==> config.mk <==
export PLATFORM = sky130hd
export DESIGN_NAME = coap_option_stream_decoder_top
export DESIGN_NICKNAME = d
export VERILOG_FILES = /design/src/design/coapd_pkg.sv /design/src/design/coapd_core.sv /design/src/design/coap_option_stream_decoder_top.sv
export SDC_FILE = /design/constraint.sdc
export NUM_CORES = 1
export LEC_CHECK = 0
export ABC_AREA = 0
export BUFFER_PORTS_ARGS = -buffer_cell sky130_fd_sc_hd__buf_4
export CAP_MARGIN = 25
export CORE_MARGIN = 8
export CORE_UTILIZATION = 40
export CTS_CLUSTER_DIAMETER = 150
export DETAILED_ROUTE_END_ITERATION = 16
export GPL_ROUTABILITY_DRIVEN = 0
export MAX_ROUTING_LAYER = met4
export PLACE_DENSITY_LB_ADDON = 0.1
export SLEW_MARGIN = 20
export SYNTH_ARGS = -nofsm -noshare
export SYNTH_HDL_FRONTEND = slang
export SYNTH_HIERARCHICAL = 1
export SYNTH_SLANG_ARGS = --single-unit
==> constraint.sdc <==
create_clock -name clock -period 14.1 [get_ports clock]
set_input_delay 2.82 -clock clock [delete_from_list [all_inputs] [get_ports clock]]
set_output_delay 2.82 -clock clock [all_outputs]
set_load 0.01 [all_outputs]
==> src/design/coapd_pkg.sv <==
// ----------------------------------------------------------------------------
// coapd_pkg
// shared types, codes and the option class lookup of the option decoder
// ----------------------------------------------------------------------------
package coapd_pkg;

   // parser position inside one option
   typedef enum logic [2:0] {
      PH_HEADER,
      PH_DELTA_HI,
      PH_DELTA_LO,
      PH_LEN_HI,
      PH_LEN_LO,
      PH_VALUE,
      PH_ERROR
   } phase_type;

   // value formats
   localparam logic [1:0] FMT_EMPTY  = 2'd0;
   localparam logic [1:0] FMT_OPAQUE = 2'd1;
   localparam logic [1:0] FMT_UINT   = 2'd2;
   localparam logic [1:0] FMT_STRING = 2'd3;

   // result beat kinds
   localparam logic [1:0] EV_VALUE    = 2'd0;
   localparam logic [1:0] EV_COMPLETE = 2'd1;
   localparam logic [1:0] EV_ERROR    = 2'd2;

   // error codes
   localparam logic [1:0] ERR_NONE     = 2'd0;
   localparam logic [1:0] ERR_DELTA15  = 2'd1;
   localparam logic [1:0] ERR_LENGTH15 = 2'd2;
   localparam logic [1:0] ERR_OVERFLOW = 2'd3;

   // nibble codes and extension offsets
   localparam logic [3:0]  NIB_MAX_SHORT = 4'd12;
   localparam logic [3:0]  NIB_EXT_ONE   = 4'd13;
   localparam logic [3:0]  NIB_RESERVED  = 4'd15;
   localparam logic [16:0] EXT_ONE       = 17'd13;
   localparam logic [16:0] EXT_TWO       = 17'd269;

   typedef struct packed {
      logic [1:0]  event_res;
      logic [15:0] option_number;
      logic [1:0]  value_format;
      logic [7:0]  value_byte;
      logic [16:0] option_length;
      logic [63:0] uint_value;
      logic [1:0]  error_code;
   } result_type;

   // option class by absolute number, unknown numbers are opaque
   function automatic logic [1:0] classify(input logic [15:0] num);
      logic [1:0] fmt;
      if (num == 16'd5) begin
         fmt = FMT_EMPTY;
      end else if (num inside {16'd6, 16'd7, 16'd12, 16'd14, 16'd17, 16'd23,
                               16'd27, 16'd28, 16'd60, 16'd258}) begin
         fmt = FMT_UINT;
      end else if (num inside {16'd3, 16'd8, 16'd11, 16'd15, 16'd20, 16'd35,
                               16'd39}) begin
         fmt = FMT_STRING;
      end else begin
         fmt = FMT_OPAQUE;
      end
      return fmt;
   endfunction

endpackage

==> src/design/coapd_core.sv <==
// ----------------------------------------------------------------------------
// coapd_core
// option parse state and the single pass decode of one option byte
// ----------------------------------------------------------------------------
module coapd_core (
   input  logic                   clock,
   input  logic                   reset,
   input  logic                   step,
   input  logic [7:0]             in_byte,
   input  logic                   restart,
   output logic                   emit,
   output coapd_pkg::result_type  result
);

   coapd_pkg::phase_type phase_ff, phase_in;
   logic [15:0] number_ff, number_in;
   logic [3:0]  nibble_ff, nibble_in;
   logic [16:0] ext_ff, ext_in;
   logic [16:0] remain_ff, remain_in;
   logic [1:0]  format_ff, format_in;
   logic [63:0] uacc_ff, uacc_in;

   coapd_pkg::phase_type eff_phase;
   logic [15:0] eff_number;
   logic [3:0]  delta_nib;
   logic [3:0]  len_nib;
   logic        do_delta;
   logic        do_len;
   logic [16:0] delta;
   logic [16:0] len;
   logic [17:0] sum;
   logic [16:0] remain_dec;
   logic [63:0] uacc_shift;

   always_comb begin
      eff_phase  = restart ? coapd_pkg::PH_HEADER : phase_ff;
      eff_number = restart ? 16'd0 : number_ff;
      delta_nib  = in_byte[7:4];
      len_nib    = (eff_phase == coapd_pkg::PH_HEADER) ? in_byte[3:0] : nibble_ff;

      phase_in  = eff_phase;
      number_in = eff_number;
      nibble_in = nibble_ff;
      ext_in    = ext_ff;
      remain_in = remain_ff;
      format_in = format_ff;
      uacc_in   = uacc_ff;

      do_delta   = 1'b0;
      do_len     = 1'b0;
      delta      = 17'd0;
      len        = 17'd0;
      sum        = 18'd0;
      remain_dec = remain_ff - 17'd1;
      uacc_shift = {uacc_ff[55:0], in_byte};

      emit   = 1'b0;
      result = '0;

      case (eff_phase)
         coapd_pkg::PH_HEADER: begin
            nibble_in = in_byte[3:0];
            if (delta_nib == coapd_pkg::NIB_RESERVED) begin
               emit              = 1'b1;
               result.event_res  = coapd_pkg::EV_ERROR;
               result.error_code = coapd_pkg::ERR_DELTA15;
               phase_in          = coapd_pkg::PH_ERROR;
            end else if (delta_nib <= coapd_pkg::NIB_MAX_SHORT) begin
               do_delta = 1'b1;
               delta    = {13'd0, delta_nib};
            end else if (delta_nib == coapd_pkg::NIB_EXT_ONE) begin
               ext_in   = coapd_pkg::EXT_ONE;
               phase_in = coapd_pkg::PH_DELTA_LO;
            end else begin
               phase_in = coapd_pkg::PH_DELTA_HI;
            end
         end
         coapd_pkg::PH_DELTA_HI: begin
            ext_in   = coapd_pkg::EXT_TWO + {1'b0, in_byte, 8'h00};
            phase_in = coapd_pkg::PH_DELTA_LO;
         end
         coapd_pkg::PH_DELTA_LO: begin
            do_delta = 1'b1;
            delta    = ext_ff + {9'd0, in_byte};
         end
         coapd_pkg::PH_LEN_HI: begin
            ext_in   = coapd_pkg::EXT_TWO + {1'b0, in_byte, 8'h00};
            phase_in = coapd_pkg::PH_LEN_LO;
         end
         coapd_pkg::PH_LEN_LO: begin
            do_len = 1'b1;
            len    = ext_ff + {9'd0, in_byte};
         end
         coapd_pkg::PH_VALUE: begin
            remain_in = remain_dec;
            if (format_ff == coapd_pkg::FMT_UINT) begin
               uacc_in = uacc_shift;
            end
            if (remain_dec == 17'd0) begin
               emit                 = 1'b1;
               phase_in             = coapd_pkg::PH_HEADER;
               result.event_res     = coapd_pkg::EV_COMPLETE;
               result.value_format  = format_ff;
               result.option_length = ext_ff;
               if (format_ff == coapd_pkg::FMT_UINT) begin
                  result.uint_value = uacc_shift;
               end else if (format_ff != coapd_pkg::FMT_EMPTY) begin
                  result.value_byte = in_byte;
               end
            end else if (format_ff == coapd_pkg::FMT_OPAQUE ||
                         format_ff == coapd_pkg::FMT_STRING) begin
               emit                 = 1'b1;
               result.event_res     = coapd_pkg::EV_VALUE;
               result.value_format  = format_ff;
               result.value_byte    = in_byte;
               result.option_length = ext_ff;
            end
         end
         default: begin
            // error hold: swallow bytes until restart
         end
      endcase

      if (do_delta) begin
         sum = {2'b00, eff_number} + {1'b0, delta};
         if (sum[17:16] != 2'b00) begin
            emit              = 1'b1;
            result.event_res  = coapd_pkg::EV_ERROR;
            result.error_code = coapd_pkg::ERR_OVERFLOW;
            phase_in          = coapd_pkg::PH_ERROR;
         end else begin
            number_in = sum[15:0];
            format_in = coapd_pkg::classify(sum[15:0]);
            if (len_nib == coapd_pkg::NIB_RESERVED) begin
               emit              = 1'b1;
               result.event_res  = coapd_pkg::EV_ERROR;
               result.error_code = coapd_pkg::ERR_LENGTH15;
               phase_in          = coapd_pkg::PH_ERROR;
            end else if (len_nib <= coapd_pkg::NIB_MAX_SHORT) begin
               do_len = 1'b1;
               len    = {13'd0, len_nib};
            end else if (len_nib == coapd_pkg::NIB_EXT_ONE) begin
               ext_in   = coapd_pkg::EXT_ONE;
               phase_in = coapd_pkg::PH_LEN_LO;
            end else begin
               phase_in = coapd_pkg::PH_LEN_HI;
            end
         end
      end

      if (do_len) begin
         ext_in    = len;
         remain_in = len;
         uacc_in   = 64'd0;
         if (len == 17'd0) begin
            emit                = 1'b1;
            phase_in            = coapd_pkg::PH_HEADER;
            result.event_res    = coapd_pkg::EV_COMPLETE;
            result.value_format = format_in;
         end else begin
            phase_in = coapd_pkg::PH_VALUE;
         end
      end

      // option number reported is the running number after this byte
      result.option_number = number_in;
   end

   always_ff @(posedge clock) begin
      if (reset) begin
         phase_ff  <= coapd_pkg::PH_HEADER;
         number_ff <= 16'd0;
         nibble_ff <= 4'd0;
         ext_ff    <= 17'd0;
         remain_ff <= 17'd0;
         format_ff <= coapd_pkg::FMT_EMPTY;
         uacc_ff   <= 64'd0;
      end else if (step) begin
         phase_ff  <= phase_in;
         number_ff <= number_in;
         nibble_ff <= nibble_in;
         ext_ff    <= ext_in;
         remain_ff <= remain_in;
         format_ff <= format_in;
         uacc_ff   <= uacc_in;
      end
   end

endmodule

==> src/design/coap_option_stream_decoder_top.sv <==
// ----------------------------------------------------------------------------
// coap_option_stream_decoder_top
// streaming decoder for the option area of a coap message
// ----------------------------------------------------------------------------
// The block takes the option area one byte per beat and sustains one byte per
// clock cycle while rsp_tready does not stall it; a byte's result beat goes from
// the input register through one decode pass into the result register.
// The rate is set by the single-pass decode between those two registers: the
// header nibbles, extended delta and length bytes, running option number and
// value byte tracking all update in a single pass per byte. Each byte gives zero
// or one result beat: value bytes of opaque and string options, an option
// complete beat (with the uint value for integer options), or a single error
// beat after which bytes are swallowed until a beat with restart set. There is
// no clearing pass after reset; the block is ready in the first cycle.
module coap_option_stream_decoder_top (
   input  logic          clock,
   input  logic          reset,

   // input stream
   input  logic          req_tvalid,
   output logic          req_tready,
   input  logic [7:0]    req_tdata,    // [7:0] in_byte
   input  logic          req_tuser,    // [0] restart

   // result stream
   output logic          rsp_tvalid,
   input  logic          rsp_tready,
   output logic [111:0]  rsp_tdata,    // [15:0] option_number, [17:16] value_format,
                                       // [25:18] value_byte, [42:26] option_length,
                                       // [106:43] uint_value, [108:107] error_code,
                                       // [111:109] zero
   output logic [1:0]    rsp_tuser     // [1:0] event_res
);

   // input register
   logic       in_valid_ff, in_valid_in;
   logic [7:0] in_byte_ff;
   logic       in_restart_ff;

   // result register
   logic                  out_valid_ff, out_valid_in;
   coapd_pkg::result_type out_ff;

   logic                  advance;
   logic                  emit;
   coapd_pkg::result_type result;

   // decode the held byte when the result register can take its beat
   assign advance    = in_valid_ff && (!out_valid_ff || rsp_tready);
   assign req_tready = !in_valid_ff || advance;

   assign in_valid_in  = (req_tvalid && req_tready) || (in_valid_ff && !advance);
   assign out_valid_in = (out_valid_ff && !rsp_tready) || (advance && emit);

   coapd_core u_core (
      .clock   (clock),
      .reset   (reset),
      .step    (advance),
      .in_byte (in_byte_ff),
      .restart (in_restart_ff),
      .emit    (emit),
      .result  (result)
   );

   always_ff @(posedge clock) begin
      if (reset) begin
         in_valid_ff  <= 1'b0;
         out_valid_ff <= 1'b0;
      end else begin
         in_valid_ff  <= in_valid_in;
         out_valid_ff <= out_valid_in;
      end
   end

   // payload registers, no reset needed
   always_ff @(posedge clock) begin
      if (req_tvalid && req_tready) begin
         in_byte_ff    <= req_tdata;
         in_restart_ff <= req_tuser;
      end
      if (advance && emit) begin
         out_ff <= result;
      end
   end

   assign rsp_tvalid = out_valid_ff;
   assign rsp_tuser  = out_ff.event_res;
   assign rsp_tdata  = {3'b000,
                        out_ff.error_code,
                        out_ff.uint_value,
                        out_ff.option_length,
                        out_ff.value_byte,
                        out_ff.value_format,
                        out_ff.option_number};

`ifndef ASSERT_OFF
   // an error beat always carries a nonzero error code
   assert property (@(posedge clock) disable iff (reset)
      (rsp_tvalid && rsp_tuser == coapd_pkg::EV_ERROR) |-> (rsp_tdata[108:107] != 2'b00))
      else $error("error beat without error code");

   // value byte beats only come from opaque or string options
   assert property (@(posedge clock) disable iff (reset)
      (rsp_tvalid && rsp_tuser == coapd_pkg::EV_VALUE) |->
      (rsp_tdata[17:16] == coapd_pkg::FMT_OPAQUE || rsp_tdata[17:16] == coapd_pkg::FMT_STRING))
      else $error("value beat with wrong format");

   // a held byte with a stalled result beat blocks new input
   assert property (@(posedge clock) disable iff (reset)
      (in_valid_ff && out_valid_ff && !rsp_tready) |-> !req_tready)
      else $error("input taken while pipeline stalled");

   // a stalled result beat stays valid
   assert property (@(posedge clock) disable iff (reset)
      (out_valid_ff && !rsp_tready) |=> out_valid_ff)
      else $error("result beat dropped under stall");
`endif

endmodule
; Word level (Yosys, flattened, before mapping)
; Index checks and enable logic that the tools add are counted.
[word_totals]
reg_bits = 237
latch_bits = 0
ram_bits = 0
mem_bits_ro = 0
input_bits = 13
output_inout_bits = 116
mem_count = 0
[classes]
addsub = 4
multipliers = 0
div = 0
magnitude_cmp = 2
eq_ne = 30
shifts = 0
mux = 84
n_bitwise = 0
n_reduce_logical = 27
[op_table]
columns = op, count
row1 = 17-bit two-way mux, 17
row2 = 56-bit two-way mux, 3
row3 = 64-bit two-way mux, 2
row4 = 91-bit two-way mux, 1
row5 = "16-bit by 4-bit equality test with 1-bit output, second input constant", 5
row6 = "16-bit by 5-bit equality test with 1-bit output, second input constant", 5
row7 = 17-bit case mux with 2 select lines, 2
row8 = 27-bit two-way mux, 2
row9 = "16-bit by 3-bit equality test with 1-bit output, second input constant", 3
row10 = "16-bit by 6-bit equality test with 1-bit output, second input constant", 3
row11 = 16-bit two-way mux, 3
row12 = 17-bit logical NOT, 2
row13 = 2-bit two-way mux, 17
row14 = 3-bit two-way mux, 11
row15 = 16-bit by 17-bit adder with 18-bit output, 1
row16 = 1-bit two-way mux, 18
row17 = 17-bit by 8-bit adder with 17-bit output, 1
row18 = "9-bit by 16-bit adder with 17-bit output, first input constant", 1
row19 = "17-bit by 1-bit subtractor with 17-bit output, second input constant", 1
row20 = "16-bit by 2-bit equality test with 1-bit output, second input constant", 1
row21 = "16-bit by 9-bit equality test with 1-bit output, second input constant", 1
row22 = "4-bit equality test, second input constant", 4
row23 = 8-bit two-way mux, 2
row24 = 3-bit case mux with 4 select lines, 1
row25 = 19 further kinds, 40

; Longest topological paths before layout
[logic_depth]
ltp_word = 14
ltp_mapped = 22
ltp_nobuf = 21

; By module
; The synthesis kept the hierarchy.
[modules_own_cells]
columns = module, instances, cells_per_inst, area_per_inst_um2, seq_area_each_um2
row1 = coapd_core, 1, 1170, 8732.1, 2302.2
row2 = coap_option_stream_decoder_top, 1, 135, 3736.1, 3643.5

; Worst setup path before layout
; OpenSTA, ideal clock, no wires.
[synth_timing]
path_type = register to register
startpoint = reg in_byte_ff[0]
endpoint = reg out_ff, in the netlist rsp_tdata[0], enable pin
setup_ns = 0.596
arrival_time_ns = 9.189
t_required_ns = 13.504
slack_ns = 4.316
stages_incl_launch_ff = 23
n_path_buf = 2
period_less_slack_ns = 9.784
path_cell_list = edfxtp_1 ha_1 inv_1 fa_1 nor2b_1 o31ai_2 a211oi_1 xnor2_1 nor2_1 ha_1 clkbuf_1 nand2_1 o21a_1 o21bai_1 o211a_1 a32o_2 buf_6 a32o_2 o2111ai_1 or2_1 nand3_1 nand2_1 nor2b_1
[synth_between]
elab_chain_cells = 10
word_cells_on_any_way = 23
cone_classes = 2 x add/sub / 1 x order compare / 1 x eq/ne / 16 x mux / 3 x reduce/logical
[synth_rtl]
columns = element, line
row1 = start: declaration, coap_option_stream_decoder_top.sv:37  ; logic [7:0] in_byte_ff;
row2 = start signal: assignment, coap_option_stream_decoder_top.sv:78  ; in_byte_ff <= req_tdata;
row3 = 17-bit by 8-bit adder with 17-bit output or 4-bit two-way mux (tied branches), "coapd_core.sv:84, coapd_core.sv:92, coapd_core.sv:39"
row4 = 17-bit case mux with 2 select lines (tied with other cells), coapd_core.sv:60  ; case (eff_phase)
row5 = 16-bit by 17-bit adder with 18-bit output or 17-bit two-way mux (tied branches), "coapd_core.sv:125, coapd_core.sv:139"
row6 = 2-bit nonzero test or 17-bit two-way mux (tied branches), "coapd_core.sv:126, coapd_core.sv:134"
row7 = 17-bit two-way mux, coapd_core.sv:126  ; if (sum[17:16] != 2'b00) begin
row8 = 17-bit two-way mux, coapd_core.sv:124  ; if (do_delta) begin
row9 = 17-bit logical NOT, coapd_core.sv:155  ; if (len == 17'd0) begin
row10 = 1-bit two-way mux, coapd_core.sv:155
row11 = 1-bit two-way mux (*), coapd_core.sv:151  ; if (do_len) begin
row12 = net emit, coap_option_stream_decoder_top.sv:45  ; logic emit;
row13 = 1-bit logical AND (*), coap_option_stream_decoder_top.sv:81  ; if (advance && emit) begin
row14 = end signal: assignment, coap_option_stream_decoder_top.sv:82  ; out_ff <= result;
row15 = end: declaration, coap_option_stream_decoder_top.sv:42  ; coapd_pkg::result_type out_ff;
; The timed path passes the listed nets; every way through them passes the cells marked *.
; A chain may end at the register's enable or synchronous reset.

; Final worst setup path
[layout_timing]
startpoint = reg in_byte_ff[0]
endpoint = reg out_ff, in the netlist rsp_tdata[28], enable pin
; Same word-level chain as after synthesis.

==> flow_metrics.tcl <==
set metrics [dict create \
    yosysSeqAreaShare_pct 47.69 \
    grt_usage_pct 19.22 \
    ys_seq_elements 237 \
    period_share_pct 52.43 \
    setup_slack_ns 6.708 \
    clk_path_buf_depth 3 \
    fin_setup_tns_ns 0 \
    p_total_uw 1747 \
    synthArstFlopShare_pct 0 \
    vdd_drop_max_v 0.00008905 \
    antenna_found_initial 0 \
    critPathRequiredTime_ns 14.26 \
    p_leak_uw 0.005244 \
    port_buffers 125 \
    setup_viol 0 \
    cp.arrival_ns 7.55 \
    synth_warnings 6 \
    power.density_mw_per_mm2 121.1 \
    power.internal_uw 1262 \
    ant_nets 0 \
    switching_power_uw 484.5 \
    status "completed" \
    grt_pass1_wl_mm 55.34 \
    htreeDepth 1 \
    drive_above_1_share_pct 16.57 \
    fp.dieW_um 192.6 \
    drtIter0Drc 738 \
    yosysTopAreaCell "edfxtp_1" \
    final_max_slew_viol_count 0 \
    yosysMostFrequentCell "nor2_1" \
    cts_hold_buf 0 \
    grt_max_degree 94 \
    clk_pin_slew_worst_paths_ns 0.07 \
    dr.pass1.iters 5 \
    post-place-ws_ns 6.739 \
    core-area_mm2 0.03067 \
    cts_tree "yes" \
    root_buffer "clkbuf_16" \
    power_frac_clock_pct 39.6 \
    synthCells 1305 \
    drt-wirelength-per-cell_um 20.01 \
    hp-class "reg -> reg" \
    p_seq_share_pct 44.5 \
    path_max_fanout 65 \
    period_needed_ns 7.392 \
    start_util_pct 40.65 \
    skew_ns 0.01756 \
    syn_area_mm2 0.01247 \
    first_global_vias 9558 \
    postCtsResizedCells 0 \
    ys_top_cells_by_area "edfxtp_1 29%, dfxtp_1 19%, a21oi_1 4.2%" \
    synth_cell_types 98 \
    place_area_mm2 0.01354 \
    tightest_slew_ns 0.9400 \
    overflow 0 \
    cts_setup_buffers 0 \
    synth_flop_cell "edfxtp_1" \
    synth_common_cells "123 x nor2_1, 120 x edfxtp_1, 117 x dfxtp_1" \
    cts.sinks 237 \
    worstSetupEndpointType "flop" \
    worstSetupPathType "reg -> reg" \
    rows 64 \
    syn_avg_cell_area_um2 9.554 \
    placed_cells 1747 \
    diodes 0 \
    hold_violations 0 \
    avgViaCountPerCell 5.600 \
    ios 129 \
    cap_violations 0 \
    synth_top_area_share_pct 28.90 \
    final_cell_area_mm2 0.01443 \
    grt_setup_unrepaired "false" \
    slew_headroom_pct 37.33 \
    vias 10058 \
    cp-start-kind "flop" \
    wl_mm 35.94 \
    nets 1422 \
    area_growth_pct 15.72 \
    cts_buffers 26 \
    drc 0 \
    clock.fmax_mhz 135.3 \
    dp_hpwl_mm 25.75 \
    die_area_mm2 0.03708 \
    pwr-share-comb_pct 15.9 \
    synth-edff-count 120 \
    clk_latency_ns 0.54 \
    final_cells 1796 \
    swShare_pct 27.73 \
    die_y_um 192.6 \
]
worst max-delay path, stage by stage, from the launching register on:
cell and delay, ns:
edfxtp_1 0.56, ha_1 0.24, inv_1 0.06, fa_1 0.45, nor2b_1 0.32, o31ai_2 0.20
a211oi_1 0.39, xnor2_1 0.20, nor2_1 0.09, ha_1 0.44, nand2_1 0.11, o21a_1 0.20
o21bai_1 0.20, o211a_1 0.29, a32oi_4 0.23, nand2_2 0.63, o2111ai_1 0.32, or2_1 0.39
nand3_1 0.12, nand2_1 0.11, nor2b_4 0.11, buf_4 0.51, buf_4 0.75
logic make-up (layout without fill, tap and decap cells):
kind of cell / count (synthesis) / in the layout / share of synthesized area, %
XOR/XNOR: 34 / 34 / 2.449
adder cells (fa/ha/maj): 29 / 29 / 3.031
AND/OR/NAND/NOR: 553 / 553 / 22.99
flip-flops: 237 / 237 / 47.69
AO/OA/AOI/OAI: 305 / 305 / 16.73
buffers and inverters: 118 / 211 / 4.706
other: 1 / 3 / 0.03008
multiplexers: 28 / 28 / 2.378
power by group through the flow:
stage | registers (uW) | logic [uW] | clock network (uW)
after global placement | 792 | 273 | 0
after CTS | 778 | 275 | 709
after global routing | 781 | 302 | 737
after detailed placement | 792 | 274 | 0
after floorplan | 789 | 192 | 0
final | 778 | 277 | 692
layout by cell type (no fill, tap or decap), types with 6 or more instances in the layout:
cell type and instances:
nand3_1 86, nor2b_1 36, or3_1 7, xnor2_1 21
buf_4 135, nor2_1 123, o22ai_1 9, mux2i_1 15
clkbuf_16 26, xor2_1 12, and2_1 67, o211ai_1 8
o32ai_1 6, dfxtp_1 117, a311oi_1 6, edfxtp_1 120
and3_1 13, o21a_1 11, a31oi_1 11, mux2_2 13
ha_1 27, nor4_1 10, a21oi_1 105, a211o_1 6
a22oi_1 12, a21o_1 9, nand4_1 13, nand2_1 116
o21ai_0 45, clkbuf_1 10, inv_1 25, nor3_1 24
a211oi_1 18, nor3b_1 6, nand2b_1 12
final timing paths:
kind | start | endpoint | slack [ns] | cells after the start
max reg2reg | in_byte_ff[0]$_DFFE_PP_ | rsp_tdata[28]$_DFFE_PP_ | 6.71 | 22
min | u_core/uacc_ff[55]$_SDFFE_PP0P_ | u_core/uacc_ff[55]$_SDFFE_PP0P_ | 0.45 | 2
min reg2reg | u_core/uacc_ff[55]$_SDFFE_PP0P_ | u_core/uacc_ff[55]$_SDFFE_PP0P_ | 0.45 | 2
max | in_byte_ff[0]$_DFFE_PP_ | rsp_tdata[28]$_DFFE_PP_ | 6.71 | 22
layer usage:
| layer | track usage, % | part of all wire, % | vias up |
|---|---|---|---|
| li1 | - | - | 4893 |
| met1 | 25.80 | 46 | 4772 |
| met2 | 30.59 | 46 | 349 |
| met3 | 2.602 | 6.3 | 44 |
| met4 | 4.289 | 1.8 | 0 |
| met5 | - | 0 | - |
final cells by class:
cell class | instances | area, um2
Clock buffer | 36 | 688.2
Multi-Input combinational cell | 952 | 5966
Inverter | 26 | 97.59
Tap cell | 396 | 495.5
Timing Repair Buffer | 137 | 1061
Clock inverter | 12 | 175.2
Fill cell | 2919 | 16240
Sequential cell | 237 | 5946
sequential cells by signal, summed over array words and instances (netlist names), 2 cells and up:
register and flops:
u_core/nibble_ff 4, u_core/remain_ff 17, rsp_tuser 2, u_core/phase_ff 3, u_core/ext_ff 17, rsp_tdata 109, u_core/uacc_ff 56, u_core/number_ff 16
u_core/format_ff 2, in_byte_ff 8
per-stage QoR:
stage	hold WS, ns	util, %
2_1_floorplan	0.4273	-
3_3_place_gp	0.4348	44.08
3_5_place_dp	0.4441	44.14
4_1_cts	0.4512	46.96
5_1_grt	0.4638	47.05
6_report	0.4486	47.05
(Power assumes the default switching activity.)
